<file path="config.mk">
export PLATFORM = sky130hd
export DESIGN_NAME = mi4_front
export DESIGN_NICKNAME = d
export VERILOG_FILES = /design/src/rtl/core/mi4_pkg.sv /design/src/rtl/core/mi4_front.sv
export SDC_FILE = /design/constraint.sdc
export NUM_CORES = 1
export LEC_CHECK = 0
export BUFFER_PORTS_ARGS = -buffer_cell sky130_fd_sc_hd__clkbuf_2
export CAP_MARGIN = 0
export CORE_UTILIZATION = 28
export DETAILED_ROUTE_END_ITERATION = 16
export PLACE_DENSITY = 0.9
export SLEW_MARGIN = 20
export SYNTH_ARGS = -nofsm -noshare
export SYNTH_HDL_FRONTEND = slang
export SYNTH_SLANG_ARGS = --single-unit
</file>
<file path="constraint.sdc">
create_clock -name clk -period 2.95 [get_ports clk]
set_clock_uncertainty 0.1 [all_clocks]
set_input_delay 0.59 -clock clk [delete_from_list [all_inputs] [get_ports clk]]
set_output_delay 0.59 -clock clk [all_outputs]
set_load 0.01 [all_outputs]
</file>
<file path="src/rtl/core/mi4_pkg.sv">
// Shared types, codes and helpers for the 4x4 matrix inverse.
// Used by the front loader, the matrix queue and the back sequencer.
package mi4_pkg;

	localparam int DIG = 16;

	typedef enum logic [3:0] {
		B_IDLE,
		B_FX,
		B_FY,
		B_MUL,
		B_WAIT,
		B_NEXT,
		B_DSET,
		B_DOVF,
		B_DIV,
		B_DRND
	} back_state_t;

	typedef enum logic [1:0] {
		PH_D1,
		PH_D2,
		PH_T,
		PH_DET
	} phase_t;

	typedef struct packed {
		logic       en;
		logic [3:0] addr;
		logic       commit;
	} qwr_t;

	typedef struct packed {
		logic empty;
		logic full;
	} qstat_t;

	function automatic logic [1:0] other_idx(input logic [1:0] skip, input logic [1:0] n);
		return (n < skip) ? n : n + 2'd1;
	endfunction

endpackage

</file>
<file path="src/rtl/core/mi4_front.sv">
// Input side: accepts matrix elements and writes them into the queue tail slot.
// Depends on mi4_pkg.
module mi4_front import mi4_pkg::*; #(
	parameter int ELEM_WIDTH = 32
) (
	input  logic                  clk,
	input  logic                  arst_n,
	input  logic                  s_tvalid,
	output logic                  s_tready,
	input  logic [31:0]           s_tdata,  // elem_value[31:0]
	input  qstat_t                stat,
	output qwr_t                  wr,
	output logic [ELEM_WIDTH-1:0] wr_data
);

	logic [3:0]  load_q;
	logic [63:0] in64;
	logic        acc;

	assign s_tready = !stat.full;
	assign acc      = s_tvalid && s_tready;
	assign in64     = {32'd0, s_tdata};
	assign wr_data  = in64[ELEM_WIDTH-1:0];

	always_comb begin
		wr.en     = acc;
		wr.addr   = load_q;
		wr.commit = acc && (load_q == 4'd15);
	end

	always_ff @(posedge clk or negedge arst_n) begin
		if (!arst_n) begin
			load_q <= 4'd0;
		end else if (acc) begin
			load_q <= load_q + 4'd1;
		end
	end

endmodule

</file>
==> Word-level counts from Yosys, hierarchy flattened <==
Index checks and enable logic that the tools add are counted.
{ "classes": {"add_sub_neg": 1, "n_mul": 0, "div_mod_pow": 0, "magnitude_cmp": 0, "n_eq_ne": 1, "n_shift": 0, "mux": 0, "bitwise": 0, "reduce_logical": 3} }
{ "ops": {"columns": ["cell", "n"], "rows": [
  ["adder 4 x 1 -> 4 bit (second input constant)", 1],
  ["equality test 4 bit (second input constant)", 1],
  ["logical AND 1 bit", 2],
  ["logical NOT 1 bit", 1]
]} }
{ "word_totals": {"regBits": 4, "latch_bits": 0, "ram_bits": 0, "romBits": 0, "in_bits": 37, "output_inout_bits": 39, "word_cells": 6, "mem_count": 0} }

==> Logic depth before layout (Yosys ltp) <==
{ "logic_depth": {"depth_word": 3, "ltp_mapped": 4, "mapped_depth_nobuf": 3} }

==> Worst setup path before layout <==
OpenSTA, ideal clock, no wires.
{ "synth_timing": {"path_kind": "in2out", "startpoint": "input s_tvalid", "endpoint": "output wr[0] (netlist name)", "arrival_time_ns": 1.086, "required_ns": 2.260, "path_slack_ns": 1.174, "path_stages": 3, "n_path_buf": 1, "path_cell_list": "nor2b_2 buf_6 and4_2"} }
{ "synth_rtl": {"columns": ["element", "line_no", "source"], "rows": [
  ["start: declaration", "mi4_front.sv:8", "input logic s_tvalid,"],
  ["end: declaration", "mi4_front.sv:12", "output qwr_t wr,"]
]} }

==> metrics.txt <==
Final Hold Vio Count=0; via total after detailed routing=190; RSZ-0062 raised after global routing=no; Critical Path AT=1310 ps; Core Region=1490 um2; vias in the first global route=208; CTS Buf Count=3; site row count=14; Mean Syn Cell Area=9.28 um2; Detail Route Antenna Nets=0; PortBufs=10; Yosys warning count=0; CP Max Fanout=6; hold_ws=51.4 ps; Syn Std Cell Area=445 um2; Core Util, Final=18.7%; EDFF count, synth=0; Final Routed Wirelength=498 um; Worst path slowest cell=and4_2; GP Congestion=0.602; antenna cells=0; die area=1750 um2; via/cell ratio=4.42; DRC violations left=0; fraction of layout cells with a size suffix above 1=59.3%; Synth Area in Simple Gates=6.46%; FMAX=0.499 GHz; top-count cell post-synth=buf_4; fin worst setup slack=947 ps; XOR/XNOR share of the synthesized area=5.90%; flop-to-flop setup slack=1760 ps; Gate Count Post-Synth=48; initial DRC count=8; # Post-CTS Setup Buffers=0; worst-case clock buffer depth=2; Worst-Skew Late Latency=240 ps; PostCTS Resize Cnt=0; largest family of logic cells by synthesized area=buffers and inverters; CTS tree=done; fin area=279 um2; Final #Nets=67; asr flop ratio synth=100%; final period utilization=67.9%; Hold-fix buffers, CTS=0; Hold Path Class=input pin to async pin; Initial Util=29.9%; max reg flops=4; first-pass GRT wire length=828 um; Post-Synth Adder-Cell Area=2.81%; largest area contributor in the synthesized netlist=buf_4; max-slew violations=0; Ports=76; max-cap viol count=0; Area contributors post-synth=buf_4, dfrtp_1, xnor2_1, mux2_4, ha_1; Die H=41.9 um; kind of critical path=input pin to primary output; CTS clk-pin slew, worst paths=40 ps; CTS root buf=clkbuf_4; crit-path cells=clkbuf_2 -> nor2b_2 -> and4_2 -> clkbuf_2; Mapped Nets=86; placed cells=40; Routed WL per cell=11.6 um; max_slew headroom=82.5%; Crit. End Element=primary output; placed cell areas=256 um2; #FFs+latches synth=4; Compound-Gate Fraction of Synth Area=0%; Max H-tree Level=1; PD cells=1010 nW/um2; post-synthesis cell type count=12; antenna violations before repair=0; setup TNS=0 ps; top-area cell type share of the netlist area=55.6%; largest registers=load_q: 4 flops; final worst path period need=2000 ps; Pleak=0.142 nW; critical path's most frequent cell=clkbuf_2; post-synthesis mux area share=3.37%; Die X=41.9 um; fillers=166; Synth top cells by count=buf_4, dfrtp_1, xnor2_1; Seq/Total Area, Yosys=22.5%; Peak VDD IR=378 uV; largest net degree at the start of global routing=7; overall power=0.281 mW; Final Instance Count excl. Fillers=43; worst path required time=2260 ps; GR Overflow Total=0; First-pass DRT Iterations=6; Area Overhead vs Synth=-37.4%; actual slew at the worst max-slew pin=262 ps; Placement Setup Slack=938 ps; top_reg_cell synth=dfrtp_1; register name with the most flops=load_q; Total GRT Usage=6.59%; clk sink count=4; Crit path largest cell delay=250 ps; Setup violations, final=0; Setup crit start kind=input pin; status=finished clean
==> power breakdown <==
part / internal (mW) / switching (mW)
Clock: 0.0455 / 0.0226
Combinational: 0.0541 / 0.0432
Sequential: 0.0839 / 0.0312
==> worst paths after layout <==
kind                                        from                     to  depth (start not counted)
max reg2reg                load_q[0]$_DFFE_PN0P_  load_q[1]$_DFFE_PN0P_                          2
max in group asynchronous                 arst_n  load_q[0]$_DFFE_PN0P_                          1
max                                      stat[0]                  wr[0]                          4
min in group clk           load_q[3]$_DFFE_PN0P_  load_q[3]$_DFFE_PN0P_                          1
min reg2reg                load_q[3]$_DFFE_PN0P_  load_q[3]$_DFFE_PN0P_                          1
min                                       arst_n  load_q[3]$_DFFE_PN0P_                          1
==> layout by cell type (no fill, tap or decap) <==
cell type	instances
clkbuf_2	10
dfrtp_1	4
clkbuf_4	3
xnor2_1	2
inv_1	1
nor2b_2	1
and4_2	1
xor2_1	1
nand2_1	1
mux2_4	1
nand4_1	1
ha_1	1
==> critical path, delay by kind of cell <==
kind	cells	cell delay [ps]
and+or+nand+nor	2	490
buffers and inverters	2	220
==> layer usage <==
metal	track usage, %	wire length (um)	up-vias
met1	6.17	202	90
met3	6.96	113	6
met2	8.44	170	21
met5	0	0	-
met4	4.52	12	0
li1	-	-	73
==> cell type report <==
cell class	instances	area, um2	area share [%]
repair buffers	10	50.0	17.9
clock buffers	3	22.5	8.07
inverters	1	3.75	1.35
well taps	16	20.0	7.17
multi-input cells	9	82.6	29.6
flip-flops and latches	4	100	35.9
==> cells by family (layout without fill, tap and decap cells) <==
group / Yosys count / in the layout
multiplexers: 1 / 1
flip-flops: 4 / 4
adder cells (fa/ha/maj): 1 / 1
XOR/XNOR: 3 / 3
AND/OR/NAND/NOR: 4 / 4
buffers and inverters: 35 / 14
Power figures use the tool's default switching activity.
